$ cat src/rtl/core/glider_trajectory_euler_step_defines.svh
// ----------------------------------------------------------------------------
// glider trajectory euler step assertion macros
// concurrent check wrappers for the glider_trajectory_euler_step rtl
// ----------------------------------------------------------------------------
`ifndef GLIDER_TRAJECTORY_EULER_STEP_DEFINES_SVH
`define GLIDER_TRAJECTORY_EULER_STEP_DEFINES_SVH

`ifndef ASSERT_OFF
`define GTES_ASSERT(lbl, clk, rst, prop) \
   lbl: assert property (@(posedge clk) disable iff (rst) prop) \
      else $error("gtes check failed");
`define GTES_ASSERT_RST(lbl, clk, prop) \
   lbl: assert property (@(posedge clk) prop) \
      else $error("gtes reset check failed");
`else
`define GTES_ASSERT(lbl, clk, rst, prop)
`define GTES_ASSERT_RST(lbl, clk, prop)
`endif

`endif

$ cat src/rtl/core/gtes_pkg.sv
// ----------------------------------------------------------------------------
// gtes_pkg
// shared types, constants and tables of the glider euler step block
// ----------------------------------------------------------------------------
package gtes_pkg;

   localparam int CORDIC_STEPS = 24;

   typedef enum logic {
      CMD_RESTART = 1'b0,
      CMD_STEP    = 1'b1
   } cmd_type;

   typedef enum logic [1:0] {
      SH16 = 2'd0,
      SH24 = 2'd1,
      SH30 = 2'd2,
      SH38 = 2'd3
   } shift_type;

   localparam logic signed [47:0] MAX48 = {1'b0, {47{1'b1}}};
   localparam logic signed [47:0] MIN48 = {1'b1, {47{1'b0}}};

   // angles in q30 radians
   localparam logic signed [35:0] Q30_PI      = 36'sd3373259426;
   localparam logic signed [35:0] Q30_HALF_PI = 36'sd1686629713;
   localparam logic signed [35:0] Q30_TWO_PI  = 36'sd6746518852;
   localparam logic signed [35:0] Q30_GAIN    = 36'sd652032874;
   localparam logic [37:0]        TWO_PI_MAG  = 38'd6746518852;

   typedef struct packed {
      logic              start;
      logic signed [47:0] a;
      logic signed [47:0] b;
      shift_type         sh;
   } mul_req_type;

   typedef struct packed {
      logic              done;
      logic              sat;
      logic signed [47:0] value;
   } mul_rsp_type;

   typedef struct packed {
      logic              start;
      logic signed [63:0] dividend;
      logic signed [47:0] divisor;
   } div_req_type;

   typedef struct packed {
      logic              done;
      logic              sat;
      logic signed [47:0] value;
   } div_rsp_type;

   function automatic logic [5:0] shift_amount(shift_type sh);
      case (sh)
         SH16:    return 6'd16;
         SH24:    return 6'd24;
         SH30:    return 6'd30;
         SH38:    return 6'd38;
         default: return 6'd16;
      endcase
   endfunction

   function automatic logic signed [35:0] atan_q30(logic [4:0] idx);
      case (idx)
         5'd0:    return 36'sd843314857;
         5'd1:    return 36'sd497837830;
         5'd2:    return 36'sd263043837;
         5'd3:    return 36'sd133525159;
         5'd4:    return 36'sd67021687;
         5'd5:    return 36'sd33543516;
         5'd6:    return 36'sd16775851;
         5'd7:    return 36'sd8388437;
         5'd8:    return 36'sd4194283;
         5'd9:    return 36'sd2097149;
         5'd10:   return 36'sd1048576;
         5'd11:   return 36'sd524288;
         5'd12:   return 36'sd262144;
         5'd13:   return 36'sd131072;
         5'd14:   return 36'sd65536;
         5'd15:   return 36'sd32768;
         5'd16:   return 36'sd16384;
         5'd17:   return 36'sd8192;
         5'd18:   return 36'sd4096;
         5'd19:   return 36'sd2048;
         5'd20:   return 36'sd1024;
         5'd21:   return 36'sd512;
         5'd22:   return 36'sd256;
         5'd23:   return 36'sd128;
         5'd24:   return 36'sd64;
         5'd25:   return 36'sd32;
         5'd26:   return 36'sd16;
         5'd27:   return 36'sd8;
         5'd28:   return 36'sd4;
         5'd29:   return 36'sd2;
         5'd30:   return 36'sd1;
         default: return 36'sd0;
      endcase
   endfunction

endpackage

$ cat src/rtl/core/gtes_mul.sv
// ----------------------------------------------------------------------------
// gtes_mul
// shared 48x48 signed multiplier, 48x16 partial product per cycle,
// rounds half away from zero, shifts right and saturates to 48 bits
// ----------------------------------------------------------------------------
module gtes_mul (
   input  logic                  clock,
   input  logic                  reset,
   input  gtes_pkg::mul_req_type mul_req,
   output gtes_pkg::mul_rsp_type mul_rsp
);
   import gtes_pkg::*;

   logic [47:0] ma_ff, mb_ff;
   logic [96:0] acc_ff;
   logic        neg_ff;
   logic        busy_ff;
   logic [1:0]  cnt_ff;
   shift_type   sh_ff;
   mul_rsp_type rsp_ff;

   logic [15:0] chunk;
   logic [63:0] part;
   logic [96:0] part_sh;
   logic [96:0] rnd;
   logic [96:0] lim;
   logic [47:0] a_mag, b_mag;

   assign a_mag = mul_req.a[47] ? 48'(-mul_req.a) : 48'(mul_req.a);
   assign b_mag = mul_req.b[47] ? 48'(-mul_req.b) : 48'(mul_req.b);

   always_comb begin
      case (cnt_ff)
         2'd0:    chunk = mb_ff[15:0];
         2'd1:    chunk = mb_ff[31:16];
         2'd2:    chunk = mb_ff[47:32];
         default: chunk = '0;
      endcase
      part    = 64'(ma_ff) * 64'(chunk);
      part_sh = 97'(part) << {cnt_ff, 4'b0000};
      rnd     = acc_ff >> shift_amount(sh_ff);
      lim     = neg_ff ? (97'(1) << 47) : 97'(MAX48);
   end

   always_ff @(posedge clock) begin
      if (reset) begin
         busy_ff     <= 1'b0;
         rsp_ff.done <= 1'b0;
      end else begin
         rsp_ff.done <= busy_ff && !mul_req.start && (cnt_ff == 2'd3);
         if (mul_req.start) begin
            ma_ff   <= a_mag;
            mb_ff   <= b_mag;
            neg_ff  <= mul_req.a[47] ^ mul_req.b[47];
            sh_ff   <= mul_req.sh;
            acc_ff  <= 97'(1) << (shift_amount(mul_req.sh) - 6'd1);
            cnt_ff  <= 2'd0;
            busy_ff <= 1'b1;
         end else if (busy_ff) begin
            if (cnt_ff != 2'd3) begin
               acc_ff <= acc_ff + part_sh;
               cnt_ff <= cnt_ff + 2'd1;
            end else begin
               busy_ff <= 1'b0;
               if (rnd > lim) begin
                  rsp_ff.sat   <= 1'b1;
                  rsp_ff.value <= neg_ff ? 48'(-lim) : lim[47:0];
               end else begin
                  rsp_ff.sat   <= 1'b0;
                  rsp_ff.value <= neg_ff ? 48'(-rnd) : rnd[47:0];
               end
            end
         end
      end
   end

   assign mul_rsp = rsp_ff;

endmodule

$ cat config.mk
export PLATFORM = sky130hd
export DESIGN_NAME = gtes_mul
export DESIGN_NICKNAME = d
export VERILOG_FILES = /design/src/rtl/core/glider_trajectory_euler_step_defines.svh /design/src/rtl/core/gtes_pkg.sv /design/src/rtl/core/gtes_mul.sv
export SDC_FILE = /design/constraint.sdc
export NUM_CORES = 2
export LEC_CHECK = 0
export BUFFER_PORTS_ARGS = -buffer_cell sky130_fd_sc_hd__buf_2
export CORE_MARGIN = 5
export CORE_UTILIZATION = 64
export CTS_CLUSTER_DIAMETER = 150
export DETAILED_ROUTE_END_ITERATION = 16
export HOLD_SLACK_MARGIN = 0.03
export PLACE_DENSITY_LB_ADDON = 0.15
export SLEW_MARGIN = 15
export SYNTH_ARGS = -nofsm -noshare
export SYNTH_HDL_FRONTEND = slang
export SYNTH_SLANG_ARGS = --single-unit
$ cat constraint.sdc
create_clock -name clock -period 17.2 [get_ports clock]
set_clock_uncertainty 0.05 [all_clocks]
set_input_delay 3.44 -clock clock [delete_from_list [all_inputs] [get_ports clock]]
set_output_delay 3.44 -clock clock [all_outputs]
set_load 0.01 [all_outputs]
==> summary.md <==
| Metric | Value |
|---|---|
| EDFF count, synth | `247` |
| Root Buffer | `clkbuf_16` |
| Synthesized area | `0.04877 mm2` |
| DR WL/cell | `23.61 um` |
| Critical path type | `reg -> reg` |
| Reg2reg end | `acc_ff[95]$_SDFFCE_PP0P_` |
| CTS tree | `done` |
| Crit path required time | `17520 ps` |
| Avg Cell Area, Syn | `8.725 um2` |
| Global-route wire length before repair | `240100 um` |
| Area occupied by multi-input gates | `0.03729 mm2` |
| Post-synth top flop | `edfxtp_1` |
| Fin. Hold Viols | `0` |
| Hold path start | `busy_ff$_SDFF_PP0_` |
| Worst-Skew Late Latency | `650 ps` |
| Seq cells post-synth | `249` |
| DRC | `0` |
| Post-synthesis cell type count | `94` |
| Worst reg2reg path startpoint | `cnt_ff[0]$_SDFFCE_PP0P_` |
| Worst-case clock buffer depth | `3` |
| H-tree depth | `1` |
| Setup crit end | `acc_ff[95]$_SDFFCE_PP0P_` |
| Worst path max stage delay | `750 ps` |
| Vias in the first global route | `41120` |
| GP Congestion | `1.035` |
| Die X-Extent | `286.1 um` |
| Diode count | `0` |
| Die Area | `0.08183 mm2` |
| Row count | `101` |
| Tcrit/Tclk final | `0.8357` |
| Drt pass-1 iters | `6` |
| Cell mode on critical path | `fa_1` |
| Dpl cell area | `0.04996 mm2` |
| Syn Inst Count | `5590` |
| Slew margin rel. | `0.1582` |
| Final Setup Violations | `0` |
| Half-perimeter wire length after placement | `119900 um` |
| Crit Path Max Fanout | `51` |
| Clk slew on worst S/H paths | `70 ps` |
| R2R cell count | `40` |
| R2R Setup Slk | `2830 ps` |
| Ys async rst share | `0` |
| DR vias | `41920` |
| Number of routed nets with antenna violations | `0` |
| Worst-margin pin slew | `1260 ps` |
| Num CTS Buffers | `31` |
| Setup TNS | `0 ps` |
| Status | `finished, final reports clean` |
| Final min period | `14370 ps` |
| Pins Over Slew Limit | `0` |
| Drt initial violations | `5222` |
| Final WL | `153600 um` |
| TritonCTS Sinks | `249` |
| Max-cap viol count | `0` |
| Final Util | `0.6733` |
| GRT Residual Overflow | `0` |
| Post-synthesis sequential area ratio | `0.1529` |
| Final #Nets | `6545` |
| Hold Crit Class | `reg -> reg` |
| Largest net degree at the start of global routing | `76` |
| Vias per inst | `6.445` |
| Area growth syn-to-layout | `4.500%` |
| GRT Util Overall | `0.3742` |
| Syn Nets | `6631` |
| Data arrival, critical path | `14700 ps` |
| Initial core utilization | `0.6443` |
| Worst setup SP type | `flip-flop` |
| Ports | `151` |
| Area taken by flip-flops and latches | `0.007457 mm2` |
| Synth warnings | `0` |
| Design area | `0.05097 mm2` |
| Fillers | `6311` |
| RSZ-0062 raised after global routing | `false` |
| CORE AREA | `0.07570 mm2` |
| Achievable Freq | `69.57 MHz` |
| Antenna violations before repair | `1` |
| Layout cells sized above 1 | `0.07365` |
| Worst path slowest cell | `inv_2` |
| Postcts setup bufs | `0` |
| Hold_buf cts | `0` |
| Resized Gates After CTS | `0` |
| Port Buffers | `150` |
| Die Y | `286.1 um` |
| CP Launch Point | `cnt_ff[0]$_SDFFCE_PP0P_` |
| CP endpoint kind | `flip-flop` |
==> stage by stage <==
step	hold slack, ps	setup slack [ps]	instances
after floorplan	416.5	5356	5590
after global placement	429.8	3429	6449
after detailed placement	440.9	3269	6449
after CTS	445.5	3216	6504
after global routing	459.0	2330	6504
final	447.0	2826	6504
==> registers in the layout, summed over array words and instances, names as in the netlist <==
signal and cells:
ma_ff 48, acc_ff 97, mb_ff 48, cnt_ff 2
neg_ff 1, busy_ff 1, sh_ff 2, mul_rsp 50
==> kinds of logic (layout without fill, tap and decap cells) <==
family,after synthesis,count (layout),share of synthesized area
mux,251,251,0.06783
compound gates,1012,1012,0.1332
xor+xnor,249,249,0.04472
buf+inv,1090,1026,0.08558
fa+ha+maj,940,940,0.3401
simple gates,1799,1799,0.1757
flops,249,249,0.1529
==> Yosys cell counts, types with 68 or more instances <==
master,n,share of area
edfxtp_1,247,0.15
a21oi_1,286,0.029
nor3_1,79,0.0081
xnor2_1,181,0.033
and2_1,289,0.037
nand2_1,800,0.062
a21o_1,110,0.017
nor2_1,294,0.023
mux2i_1,164,0.034
xor2_1,68,0.012
inv_1,776,0.060
fa_1,643,0.26
o21ai_0,236,0.024
ha_1,297,0.076
clkbuf_1,255,0.020
==> final cells by class <==
cell class	instances	share of cell area
sequential	249	0.1463
multi-input combinational	4251	0.7316
inverter	778	0.05730
clock buffer	35	0.01552
clock inverter	20	0.004173
tap	978	0.02401
timing repair buffer	193	0.02111
==> metal layers <==
metal / wire, um / share of wire / vias up / track usage
met2: 66650 / 0.43 / 2434 / 0.5588
met1: 62820 / 0.41 / 20640 / 0.5491
li1: - / - / 18460 / -
met3: 18030 / 0.12 / 387 / 0.08151
met4: 6062 / 0.039 / 2 / 0.1207
met5: 13 / 0.000085 / - / 0
==> how the worst min path moves through the flow <==
stage,endpoint,depth (start not counted),slack [ps]
after CTS,mul_rsp[49]$_SDFF_PP0_,1,450
after detailed placement,mul_rsp[49]$_SDFF_PP0_,1,440
final,mul_rsp[49]$_SDFF_PP0_,1,450
after floorplan,mul_rsp[49]$_SDFF_PP0_,1,420
after global routing,mul_rsp[49]$_SDFF_PP0_,1,460
after global placement,mul_rsp[49]$_SDFF_PP0_,1,430
==> layout by cell type (no fill, tap or decap), types with 27 or more instances in the layout <==
cell type,n
a211oi_1,37
a21o_1,110
a21oi_1,286
a31oi_1,30
and2_1,289
buf_2,149
buf_4,44
clkbuf_16,31
edfxtp_1,247
fa_1,643
ha_1,294
inv_1,774
mux2i_1,164
mux4_2,61
nand2_1,800
nand2b_1,30
nand3_1,57
nand4_1,59
nor2_1,277
nor2b_1,44
nor3_1,79
nor4_1,27
o21ai_0,236
o21bai_1,41
o22ai_1,31
o31ai_1,32
xnor2_1,181
xor2_1,68
==> critical path: cells and delay by family (launching register included) <==
| kind | cells | cell delay (ps) |
|---|---|---|
| AO/OA/AOI/OAI | 13 | 4220 |
| XOR/XNOR | 1 | 300 |
| flip-flops | 1 | 410 |
| buffers and inverters | 5 | 1450 |
| multiplexers | 3 | 640 |
| adder cells (fa/ha/maj) | 9 | 4710 |
| AND/OR/NAND/NOR | 9 | 2250 |
Power is not shown: default switching activity piles up to over one toggle a cycle in this logic, so the estimate is an artifact.
