<file path="src/rtl/core/glider_trajectory_euler_step_defines.svh">
// ----------------------------------------------------------------------------
// glider trajectory euler step assertion macros
// concurrent check wrappers for the glider_trajectory_euler_step rtl
// ----------------------------------------------------------------------------
`ifndef GLIDER_TRAJECTORY_EULER_STEP_DEFINES_SVH
`define GLIDER_TRAJECTORY_EULER_STEP_DEFINES_SVH

`ifndef ASSERT_OFF
`define GTES_ASSERT(lbl, clk, rst, prop) \
   lbl: assert property (@(posedge clk) disable iff (rst) prop) \
      else $error("gtes check failed");
`define GTES_ASSERT_RST(lbl, clk, prop) \
   lbl: assert property (@(posedge clk) prop) \
      else $error("gtes reset check failed");
`else
`define GTES_ASSERT(lbl, clk, rst, prop)
`define GTES_ASSERT_RST(lbl, clk, prop)
`endif

`endif

</file>
<file path="src/rtl/core/gtes_pkg.sv">
// ----------------------------------------------------------------------------
// gtes_pkg
// shared types, constants and tables of the glider euler step block
// ----------------------------------------------------------------------------
package gtes_pkg;

   localparam int CORDIC_STEPS = 24;

   typedef enum logic {
      CMD_RESTART = 1'b0,
      CMD_STEP    = 1'b1
   } cmd_type;

   typedef enum logic [1:0] {
      SH16 = 2'd0,
      SH24 = 2'd1,
      SH30 = 2'd2,
      SH38 = 2'd3
   } shift_type;

   localparam logic signed [47:0] MAX48 = {1'b0, {47{1'b1}}};
   localparam logic signed [47:0] MIN48 = {1'b1, {47{1'b0}}};

   // angles in q30 radians
   localparam logic signed [35:0] Q30_PI      = 36'sd3373259426;
   localparam logic signed [35:0] Q30_HALF_PI = 36'sd1686629713;
   localparam logic signed [35:0] Q30_TWO_PI  = 36'sd6746518852;
   localparam logic signed [35:0] Q30_GAIN    = 36'sd652032874;
   localparam logic [37:0]        TWO_PI_MAG  = 38'd6746518852;

   typedef struct packed {
      logic              start;
      logic signed [47:0] a;
      logic signed [47:0] b;
      shift_type         sh;
   } mul_req_type;

   typedef struct packed {
      logic              done;
      logic              sat;
      logic signed [47:0] value;
   } mul_rsp_type;

   typedef struct packed {
      logic              start;
      logic signed [63:0] dividend;
      logic signed [47:0] divisor;
   } div_req_type;

   typedef struct packed {
      logic              done;
      logic              sat;
      logic signed [47:0] value;
   } div_rsp_type;

   function automatic logic [5:0] shift_amount(shift_type sh);
      case (sh)
         SH16:    return 6'd16;
         SH24:    return 6'd24;
         SH30:    return 6'd30;
         SH38:    return 6'd38;
         default: return 6'd16;
      endcase
   endfunction

   function automatic logic signed [35:0] atan_q30(logic [4:0] idx);
      case (idx)
         5'd0:    return 36'sd843314857;
         5'd1:    return 36'sd497837830;
         5'd2:    return 36'sd263043837;
         5'd3:    return 36'sd133525159;
         5'd4:    return 36'sd67021687;
         5'd5:    return 36'sd33543516;
         5'd6:    return 36'sd16775851;
         5'd7:    return 36'sd8388437;
         5'd8:    return 36'sd4194283;
         5'd9:    return 36'sd2097149;
         5'd10:   return 36'sd1048576;
         5'd11:   return 36'sd524288;
         5'd12:   return 36'sd262144;
         5'd13:   return 36'sd131072;
         5'd14:   return 36'sd65536;
         5'd15:   return 36'sd32768;
         5'd16:   return 36'sd16384;
         5'd17:   return 36'sd8192;
         5'd18:   return 36'sd4096;
         5'd19:   return 36'sd2048;
         5'd20:   return 36'sd1024;
         5'd21:   return 36'sd512;
         5'd22:   return 36'sd256;
         5'd23:   return 36'sd128;
         5'd24:   return 36'sd64;
         5'd25:   return 36'sd32;
         5'd26:   return 36'sd16;
         5'd27:   return 36'sd8;
         5'd28:   return 36'sd4;
         5'd29:   return 36'sd2;
         5'd30:   return 36'sd1;
         default: return 36'sd0;
      endcase
   endfunction

endpackage

</file>
<file path="src/rtl/core/gtes_div.sv">
// ----------------------------------------------------------------------------
// gtes_div
// radix-2 restoring divider, 64-bit dividend by nonzero 48-bit divisor,
// quotient truncated toward zero and saturated to 48 bits
// ----------------------------------------------------------------------------
module gtes_div (
   input  logic                  clock,
   input  logic                  reset,
   input  gtes_pkg::div_req_type div_req,
   output gtes_pkg::div_rsp_type div_rsp
);
   import gtes_pkg::*;

   logic [63:0] quo_ff;
   logic [47:0] rem_ff;
   logic [47:0] dsr_ff;
   logic        neg_ff;
   logic        busy_ff;
   logic [6:0]  cnt_ff;
   div_rsp_type rsp_ff;

   logic [48:0] rem_sh;
   logic [48:0] rem_sub;
   logic        take;

   assign rem_sh  = {rem_ff, quo_ff[63]};
   assign rem_sub = rem_sh - 49'(dsr_ff);
   assign take    = (rem_sh >= 49'(dsr_ff));

   always_ff @(posedge clock) begin
      if (reset) begin
         busy_ff     <= 1'b0;
         rsp_ff.done <= 1'b0;
      end else begin
         rsp_ff.done <= busy_ff && !div_req.start && (cnt_ff == 7'd64);
         if (div_req.start) begin
            quo_ff  <= div_req.dividend[63] ? 64'(-div_req.dividend) : 64'(div_req.dividend);
            dsr_ff  <= div_req.divisor[47] ? 48'(-div_req.divisor) : 48'(div_req.divisor);
            neg_ff  <= div_req.dividend[63] ^ div_req.divisor[47];
            rem_ff  <= '0;
            cnt_ff  <= '0;
            busy_ff <= 1'b1;
         end else if (busy_ff) begin
            if (cnt_ff != 7'd64) begin
               rem_ff <= take ? rem_sub[47:0] : rem_sh[47:0];
               quo_ff <= {quo_ff[62:0], take};
               cnt_ff <= cnt_ff + 7'd1;
            end else begin
               busy_ff <= 1'b0;
               if (neg_ff) begin
                  if (quo_ff > (64'(1) << 47)) begin
                     rsp_ff.sat   <= 1'b1;
                     rsp_ff.value <= MIN48;
                  end else begin
                     rsp_ff.sat   <= 1'b0;
                     rsp_ff.value <= 48'(-quo_ff);
                  end
               end else begin
                  if (quo_ff > 64'(MAX48)) begin
                     rsp_ff.sat   <= 1'b1;
                     rsp_ff.value <= MAX48;
                  end else begin
                     rsp_ff.sat   <= 1'b0;
                     rsp_ff.value <= quo_ff[47:0];
                  end
               end
            end
         end
      end
   end

   assign div_rsp = rsp_ff;

endmodule

</file>
<file path="config.mk">
export PLATFORM = sky130hd
export DESIGN_NAME = gtes_div
export DESIGN_NICKNAME = d
export VERILOG_FILES = /design/src/rtl/core/glider_trajectory_euler_step_defines.svh /design/src/rtl/core/gtes_pkg.sv /design/src/rtl/core/gtes_div.sv
export SDC_FILE = /design/constraint.sdc
export NUM_CORES = 1
export LEC_CHECK = 0
export BUFFER_PORTS_ARGS = -buffer_cell sky130_fd_sc_hd__buf_2
export CAP_MARGIN = 5
export CORE_MARGIN = 10
export CORE_UTILIZATION = 45
export DETAILED_ROUTE_END_ITERATION = 8
export SETUP_SLACK_MARGIN = 0.02
export SLEW_MARGIN = 20
export SYNTH_ARGS = -nofsm -noshare
export SYNTH_HDL_FRONTEND = slang
export SYNTH_SLANG_ARGS = --single-unit
</file>
<file path="constraint.sdc">
create_clock -name clock -period 12.51 [get_ports clock]
set_clock_uncertainty 0.05 [all_clocks]
set_input_delay 2.502 -clock clock [delete_from_list [all_inputs] [get_ports clock]]
set_output_delay 2.502 -clock clock [all_outputs]
set_load 0.02 [all_outputs]
</file>
==> results of run 1 <==
-- state kept, by name (all words and copies together), names as in the netlist --
register,count
quo_ff,64
div_rsp,50
dsr_ff,48
rem_ff,48
cnt_ff,7
busy_ff,1
neg_ff,1
-- synth_stat cells (3+ instances only) --
master | count | area (µm²)
o2111ai_1 | 5 | 43.79
o311ai_0 | 35 | 306.5
o211ai_1 | 3 | 22.52
o21ai_0 | 94 | 470.5
xnor2_1 | 81 | 709.4
nor4_1 | 26 | 162.7
or3_1 | 27 | 168.9
and2_1 | 8 | 50.05
o31ai_2 | 3 | 37.54
a221o_1 | 5 | 50.05
inv_1 | 86 | 322.8
and4_1 | 4 | 35.03
nor3_1 | 36 | 180.2
xor2_1 | 71 | 621.9
o31ai_1 | 32 | 240.2
nor3b_1 | 7 | 52.55
clkbuf_1 | 66 | 247.7
edfxtp_1 | 217 | 6516
a21o_1 | 21 | 157.7
nand2b_1 | 11 | 68.82
a31oi_1 | 8 | 50.05
and3_1 | 8 | 50.05
o41ai_1 | 22 | 192.7
buf_1 | 12 | 45.04
or2_2 | 9 | 56.30
a21oi_1 | 150 | 750.7
mux2_2 | 4 | 45.04
nor2_1 | 141 | 529.3
a211o_1 | 5 | 43.79
a22o_1 | 11 | 96.34
nand4_1 | 20 | 125.1
o21bai_1 | 8 | 60.06
or4_1 | 21 | 157.7
a211oi_1 | 11 | 82.58
o21a_1 | 7 | 52.55
a21boi_0 | 7 | 52.55
ha_1 | 53 | 663.1
o22ai_1 | 4 | 25.02
nor2b_1 | 13 | 81.33
nand2_1 | 165 | 619.3
nand3_1 | 32 | 160.2
mux2i_1 | 7 | 70.07
-- final cells by class --
class | count | area share
inverters | 86 | 0.01896
repair buffers | 176 | 0.05366
clock inverters | 19 | 0.01602
multi-input cells | 1210 | 0.4536
clock buffers | 29 | 0.04013
well taps | 442 | 0.03249
flip-flops and latches | 219 | 0.3852
-- placed cells by master (no fill, tap or decap), drive strengths merged, types with 23 or more instances in the layout --
master and count:
a21oi 150, xnor2 81, ha 53, o41ai 23
xor2 71, edfxtp 217, o311ai 35, o21ai 95
or3 27, nor2 141, nand3 32, inv 86
nor4 26, nor3 36, o31ai 35, buf 176
nand2 165, clkbuf 29
-- power by group --
group | switching (mW) | internal [mW]
logic | 0.371 | 0.243
registers | 0.0478 | 0.900
clock network | 0.302 | 0.535
total | 0.720 | 1.68
-- worst paths after layout --
path	startpoint	to	cells past startpoint
worst max-delay path	div_req[3]	dsr_ff[42]	10
worst min-delay path	rem_ff[36]	rem_ff[37]	1
worst max register to register	quo_ff[0]	div_rsp[32]	9
worst min register to register	rem_ff[36]	rem_ff[37]	1
-- cells by family after synthesis --
| family | after synthesis |
|---|---|
| AND/OR/NAND/NOR | 540 |
| AO/OA/AOI/OAI | 453 |
| flip-flops | 219 |
| buffers and inverters | 165 |
| XOR/XNOR | 152 |
| adder cells (fa/ha/maj) | 54 |
| multiplexers | 11 |
-- worst register-to-register path: stages (launching register included) --
cell and delay, ns:
edfxtp_1 0.47, inv_1 0.13, ha_1 0.20, or3b_2 0.50, nor4_1 0.78, and4_1 0.44, nand3_1 0.19, or4_1 0.47
a211o_2 0.61, o311ai_0 0.51
-- metrics by stage --
step | utilization | setup slack (ns) | std cells | power (mW)
after floorplan | - | 3.103 | 1594 | 1.409
after global placement | 0.4936 | 6.061 | 2133 | 1.566
after detailed placement | 0.4937 | 5.988 | 2133 | 1.571
after CTS | 0.5231 | 6.547 | 2181 | 2.414
after global routing | 0.5232 | 6.350 | 2181 | 2.529
final | 0.5232 | 6.546 | 2181 | 2.398
-- per-layer routing --
layer  routed length, µm  vias up  GRT usage
met3                1877       47    0.02639
met1               17510     5709     0.2305
met4                 960        0    0.05450
li1                    -     6199          -
met2               17960      294     0.3062
met5                   0        -          0
==> impl_metrics.yaml, run 1 <==
run_status:
  result_of_the_run: "finished, final reports clean"
die:
  die_h_um: 201.8
  floorplan.rows: 66
  die_width_um: 201.8
  die-area_mm2: 0.04071
  floorplan.initialDensity: 0.4570
  boundaryPins: 165
  area_of_the_core_mm2: 0.03254
critical_path:
  criticalPathCategory: "primary input to flip-flop"
  timing.critical_path.arrival_ns: 6.19
  worst_path_dominant_cell_family: "simple AND/OR/NAND/NOR gates"
  cp_required_ns: 12.73
  cp_num_buf_inv: 1
  nature_of_the_critical_path_startpoint: "primary input"
  worstSetupEndpointType: "flip-flop"
  delay_of_the_slowest_cell_on_the_worst_path_ns: 0.62
  path_max_fanout: 8
  critical_path.cell_chain: "buf_2, or3_1, or3b_1, or3b_1, or4_4, or3_1, or4_1, or4_1, o31ai_2, xnor2_1"
  setup.reg_to_reg.worst_slack_ns: 7.91
  critical-path-slowest-cell: "or4_1"
logic_synthesis:
  complex_gate_fraction_of_the_synthesized_area: 0.1985
  synth_edf_count: 217
  async_reset_ff_frac: 0
  postSynthRegisterBits: 219
  combinational_family_with_the_most_area_after_synthesis: "compound AO/OA/AOI/OAI gates"
  average_instance_area_after_synthesis_um2: 9.327
  muxShareOfSynthArea: 0.007742
  synthXorXnorAreaFrac: 0.08954
  number_of_warnings_issued_by_yosys: 0
  synth_ff_type: "edfxtp_1"
  mappedNetlistArea_mm2: 0.01487
  synthAdderAreaFrac: 0.04595
  yosys.area_share.simple: 0.1754
  yosysUniqueCellTypes: 69
  synthesis.nets: 1763
  postSynthCellCount: 1594
  seq_area_frac_synth: 0.4410
cells_and_area:
  num-nets-final: 1888
  layout-drive-gt1-share: 0.1426
  multi_input_comb_area_mm2: 0.007721
  layout.cell_area.non_filler_mm2: 0.01702
  flow.area_growth_from_synthesis_pct: 14.49
  storage_cell_area_mm2: 0.006556
  diodes: 0
  filler_instances: 3115
cts:
  cts-root-buf: "clkbuf_16"
  clock_sinks: 219
  holdBufCountCts: 0
  tritoncts_clock_tree: "yes"
  worst_skew_late_latency_ns: 0.53
  postCtsSetupBuffers: 0
  cts.htree.levels: 1
  cts.path.max_buffers: 3
  ctsResizeCount: 0
  path_clk_slew_ns: 0.06
  tritoncts.num_buffers: 26
flow_run:
  drv_cap: 0
timing:
  timing.slew.headroom: 0.3256
  max_freq_mhz: 167.7
  timing_worst_slew_pin_value_ns: 1.002
  hold_violations: 0
  final_min_period_over_clock_period: 0.4767
  finalWorstPathRequiredPeriod_ns: 5.964
  setup_viol: 0
  timing.setup.tns_ns: 0
  maxSlewViolCount: 0
  worst_hold_slack_ns: 0.5308
  rsz0062_at_grt: "no"
routing:
  drc: 0
  drt_pass1_iterations: 5
  route.detailed.vias_per_inst: 5.616
  final_antenna_net_count: 0
  detail_route.iter0.violations: 796
  finalWirelength_um: 38300
  dr_total_vias: 12250
  wl_per_cell_um: 17.56
global_route:
  grt_pass1_wl_um: 61450
  antenna_found_initial: 0
  grt_pass1_vias: 12010
  grt_overflow_total: 0
  grt_max_degree: 90
  grt_util_all_layers: 0.1795
placement:
  gp_congestion: 0.9122
  placedInstanceArea_mm2: 0.01606
  detailed_place_hpwl_um: 28740
  io_buffer_count: 164
power:
  power_density_mw_per_mm2: 140.9
  total_leakage_power_nw: 6.373
  power.ir.vdd_worst_mv: 0.1033
min_path:
  hold_path.class: "flip-flop to flip-flop"
Power figures use the tool's default switching activity.
==> inputs of run 2 (changes only) <==
- clock period: 12.51 -> 5.58 ns (I/O delays scaled with it)
==> run 2 against run 1 <==
Against the previous run:
- non-clock buffer count up 1
- clock-buffer cell count unchanged
- clock power is 100% higher
- worst hold slack improved by 0.0023 ns
- sequential power rose by 120%
- global-route usage is 0.55 points higher
- critical path depth is the same
- die area did not move
- critical path type unchanged
- highest routed layer unchanged
==> impl_metrics.yaml, run 2 (synthesis results as in run 1) <==
routing:
  route.detailed.vias_per_inst: 5.643
  wl_per_cell_um: 17.72
  detail_route.iter0.violations: 679
  drt_pass1_iterations: 5
  dr_total_vias: 12340
  drc: 0
  finalWirelength_um: 38760
  final_antenna_net_count: 0
critical_path:
  criticalPathCategory: "primary input to flip-flop"
  critical_path.cell_chain: "buf_2, or3_1, or3b_1, or3b_1, or4_4, or3_1, or4_1, or4_1, o31ai_2, xnor2_1"
  worst-r2r-cell-count: 11
  worstSetupEndpointType: "flip-flop"
  timing.critical_path.arrival_ns: 4.81
  cp_required_ns: 5.82
  critical-path-slowest-cell: "or4_1"
  nature_of_the_critical_path_startpoint: "primary input"
  r2r_start: "rem_ff[5]"
  setup.reg_to_reg.worst_slack_ns: 1.36
  delay_of_the_slowest_cell_on_the_worst_path_ns: 0.63
  path_max_fanout: 8
  rr_endpoint: "rem_ff[27]"
cts:
  ctsResizeCount: 0
  cts.path.max_buffers: 3
  clock_sinks: 219
  postCtsSetupBuffers: 0
  holdBufCountCts: 0
  tritoncts.num_buffers: 26
  cts-root-buf: "clkbuf_16"
  tritoncts_clock_tree: "yes"
  cts.htree.levels: 1
  path_clk_slew_ns: 0.06
  worst_skew_late_latency_ns: 0.54
global_route:
  global_route.peak_usage_layer: "met2"
  grt_util_all_layers: 0.1850
  global_route.usage.met3: 0.02463
  grt_pass1_wl_um: 63200
  grt_overflow_total: 0
  gr-usage-met2: 0.3170
  grt_max_degree: 104
  grt_use_met1: 0.2370
  grt_pass1_vias: 12220
  antenna_found_initial: 3
min_path:
  hold_start: "rem_ff[43]"
  timing.hold.worst_endpoint: "rem_ff[44]"
  hold_path.class: "flip-flop to flip-flop"
  min_delay_path_depth: 1
timing:
  maxSlewViolCount: 0
  hold_violations: 0
  timing.slew.headroom: 0.3111
  final_min_period_over_clock_period: 0.8198
  finalWorstPathRequiredPeriod_ns: 4.574
  timing_worst_slew_pin_value_ns: 1.030
  post-route-worst-setup-slack_ns: 1.006
  setup_viol: 0
  timing.setup.tns_ns: 0
  rsz0062_at_grt: "no"
  max_freq_mhz: 218.6
cells_and_area:
  layoutNonFillerInstCount: 2187
  registers.top_by_ff_count: "quo_ff"
  multi_input_comb_area_mm2: 0.007726
  storage_cell_area_mm2: 0.006556
  layout.cells.most_common: "edfxtp_1"
  filler_instances: 3089
  leading_cell_types_in_the_layout_fill_and_taps_excluded: "edfxtp_1 (217), nand2_1 (164), buf_2 (163)"
  flow.area_growth_from_synthesis_pct: 14.14
  layout-drive-gt1-share: 0.1421
  layout.cell_area.non_filler_mm2: 0.01697
  largest_register_ffs: 64
  num-nets-final: 1889
power:
  total_leakage_power_nw: 6.342
  power_density_mw_per_mm2: 308.0
  power.ir.vdd_worst_mv: 0.2137
die:
  die_h_um: 201.8
  floorplan.rows: 66
  floorplan.initialDensity: 0.4570
  boundaryPins: 165
  die-area_mm2: 0.04071
  die_width_um: 201.8
  area_of_the_core_mm2: 0.03254
placement:
  setup_slack_after_placement_ns: 0.4426
  placedInstanceArea_mm2: 0.01609
  placed_instance_count: 2134
  gp_congestion: 0.9075
  io_buffer_count: 164
  detailed_place_hpwl_um: 29200
run_status:
  result_of_the_run: "finished, final reports clean"
flow_run:
  drv_cap: 0
[run 2: through the flow]
step / power [mW] / util / hold WS, ns
floorplan: 3.151 / - / 0.4780
global placement: 3.512 / 0.4944 / 0.5089
detailed placement: 3.531 / 0.4944 / 0.5223
CTS: 5.264 / 0.5209 / 0.5356
global route: 5.510 / 0.5212 / 0.5534
finish: 5.226 / 0.5216 / 0.5332
[run 2: cell type report]
type,count,share of cell area
Tap cell,442,0.03259
Clock inverter,17,0.01172
Timing Repair Buffer,177,0.05500
Sequential cell,219,0.3863
Clock buffer,29,0.03900
Inverter,86,0.01902
Antenna cell,7,0.001032
Multi-Input combinational cell,1210,0.4553
[run 2: worst max-delay path by stage]
stage | startpoint | to | cells past startpoint
after global routing | div_req[3] | dsr_ff[38] | 10
after floorplan | div_req[112] | cnt_ff[0] | 4
after detailed placement | div_req[3] | dsr_ff[34] | 10
final | div_req[3] | dsr_ff[34] | 10
after CTS | div_req[3] | dsr_ff[34] | 10
after global placement | div_req[3] | dsr_ff[40] | 10
[run 2: metal layers]
metal  part of all wire  up-vias
met3              0.049       67
met4              0.029        0
met5                  0        -
met2               0.48      323
li1                   -     6205
met1               0.45     5746
[run 2: power breakdown]
group / switching (mW) / internal [mW]
registers: 0.109 / 2.02
clock network: 0.679 / 1.03
logic: 0.840 / 0.547
[run 2: critical path: cells and delay by family]
kind                   cells  cell delay, ns
AND/OR/NAND/NOR            7            3.20
AO/OA/AOI/OAI              1            0.29
buffers and inverters      1            0.12
XOR/XNOR                   1            0.10
==> inputs of run 3 (changes only) <==
- PLACE_DENSITY: unset -> 0.66
- clock period: 5.58 -> 4.1 ns (I/O delays scaled with it)
==> run 3 against run 2 <==
Against the previous run:
- power up 39%
- first-iteration DRC count up 34%
- sequential cell count unchanged
- critical path depth up 1
- global-route usage down 0.59 points
- register-to-register slack worse by 1.1 ns
- non-clock buffer count up 38
- largest power group unchanged
==> impl_metrics.yaml, run 3 (synthesis results as in run 1) <==
cells_and_area:
  multi_input_comb_area_mm2: 0.007751
  storage_cell_area_mm2: 0.006556
  leading_cell_types_in_the_layout_fill_and_taps_excluded: "edfxtp_1 (217), nand2_1 (165), buf_2 (163)"
  largest_register_ffs: 64
  layout.cell_area.non_filler_mm2: 0.01737
  layout-drive-gt1-share: 0.1627
  registers.top_by_ff_count: "quo_ff"
  num-nets-final: 1926
  layout.cells.most_common: "edfxtp_1"
  filler_instances: 3056
  flow.area_growth_from_synthesis_pct: 16.81
cts:
  holdBufCountCts: 0
  clock_sinks: 219
  path_clk_slew_ns: 0.06
  worst_skew_late_latency_ns: 0.55
  tritoncts.num_buffers: 25
  cts.path.max_buffers: 3
  cts.htree.levels: 1
  tritoncts_clock_tree: "yes"
  cts-root-buf: "clkbuf_16"
flow_run:
  drv_cap: 0
die:
  die_h_um: 201.8
  floorplan.initialDensity: 0.4570
  area_of_the_core_mm2: 0.03254
  die_width_um: 201.8
  die-area_mm2: 0.04071
  floorplan.rows: 66
  boundaryPins: 165
placement:
  placedInstanceArea_mm2: 0.01644
  io_buffer_count: 164
  detailed_place_hpwl_um: 28770
  gp_congestion: 0.9298
routing:
  drt_pass1_iterations: 5
  detail_route.iter0.violations: 908
  dr_total_vias: 12500
  wl_per_cell_um: 17.13
  finalWirelength_um: 38030
  route.detailed.vias_per_inst: 5.631
  final_antenna_net_count: 0
  drc: 0
power:
  power.ir.vdd_worst_mv: 0.3564
  total_power_mw: 7.255
  power_density_mw_per_mm2: 417.7
  total_leakage_power_nw: 6.576
critical_path:
  crit_path_start: "div_req[3]"
  criticalPathCategory: "primary input to flip-flop"
  cp_required_ns: 4.33
  nature_of_the_critical_path_startpoint: "primary input"
  timing.critical_path.arrival_ns: 4.22
  worstSetupEndpointType: "flip-flop"
  path_max_fanout: 8
  r2r_start: "quo_ff[0]"
min_path:
  hold_path.class: "primary input to flip-flop"
  hold_start: "reset"
global_route:
  grt_pass1_wl_um: 61820
  grt_pass1_vias: 12050
  antenna_found_initial: 1
  grt_util_all_layers: 0.1790
  grt_max_degree: 168
  grt_overflow_total: 0
timing:
  max_freq_mhz: 250.5
  timing.slew.headroom: 0.3916
  timing.setup.tns_ns: 0
  hold_violations: 0
  timing_worst_slew_pin_value_ns: 0.9125
  final_min_period_over_clock_period: 0.9736
  finalWorstPathRequiredPeriod_ns: 3.992
  setup_viol: 0
  maxSlewViolCount: 0
run_status:
  result_of_the_run: "finished, final reports clean"
run 3: critical path, cell delays in order:
cell,delay [ns]
buf_2,0.10
or3_4,0.39
or3b_4,0.39
or3b_4,0.39
or4_4,0.43
or3_4,0.35
or4_1,0.42
or4_1,0.41
buf_4,0.19
o41ai_4,0.22
xnor2_1,0.11
run 3: routing by layer:
layer,vias to the layer above,global-route usage,wire [µm]
li1,6276,-,-
met1,5781,0.2402,17480
met2,384,0.2925,17180
met3,60,0.02479,2272
met4,0,0.05826,1091
met5,-,0,0
run 3: through the flow:
step | worst slack (ns) | std cells | hold slack [ns] | utilization
2_1_floorplan | -0.2013 | 1594 | 0.4943 | -
3_3_place_gp | -0.4308 | 2171 | 0.5098 | 0.5053
3_5_place_dp | -0.4877 | 2171 | 0.5251 | 0.5053
4_1_cts | 0.06588 | 2217 | 0.5060 | 0.5333
5_1_grt | -0.007568 | 2219 | 0.5319 | 0.5337
6_report | 0.1083 | 2220 | 0.5202 | 0.5338
run 3: final timing paths:
kind | endpoint | slack [ns] | depth (start not counted)
worst min-delay path | busy_ff | 0.52 | 2
worst max-delay path | dsr_ff[40] | 0.11 | 11
worst min register to register | rem_ff[43] | 0.53 | 1
worst max register to register | div_rsp[3] | 0.24 | 11
run 3: what timing repair did:
action                                  in CTS  in global routing
gates resized for setup                      0                  2
endpoints found under the setup margin       0                  3
setup buffers                                0                  1
run 3: final cells by class:
type                       count  share of cell area
multi-input combinational   1210              0.4463
sequential                   219              0.3775
timing repair buffer         215             0.07305
clock buffer                  28             0.03667
tap                          442             0.03184
inverter                      86             0.01859
clock inverter                18             0.01578
antenna                        2           0.0002882
run 3: report_power, final:
| group | switching [mW] | internal (mW) | leakage, nW |
|---|---|---|---|
| Clock | 0.932 | 1.51 | 0.436 |
| Combinational | 1.14 | 0.777 | 4.08 |
| Sequential | 0.149 | 2.74 | 2.06 |
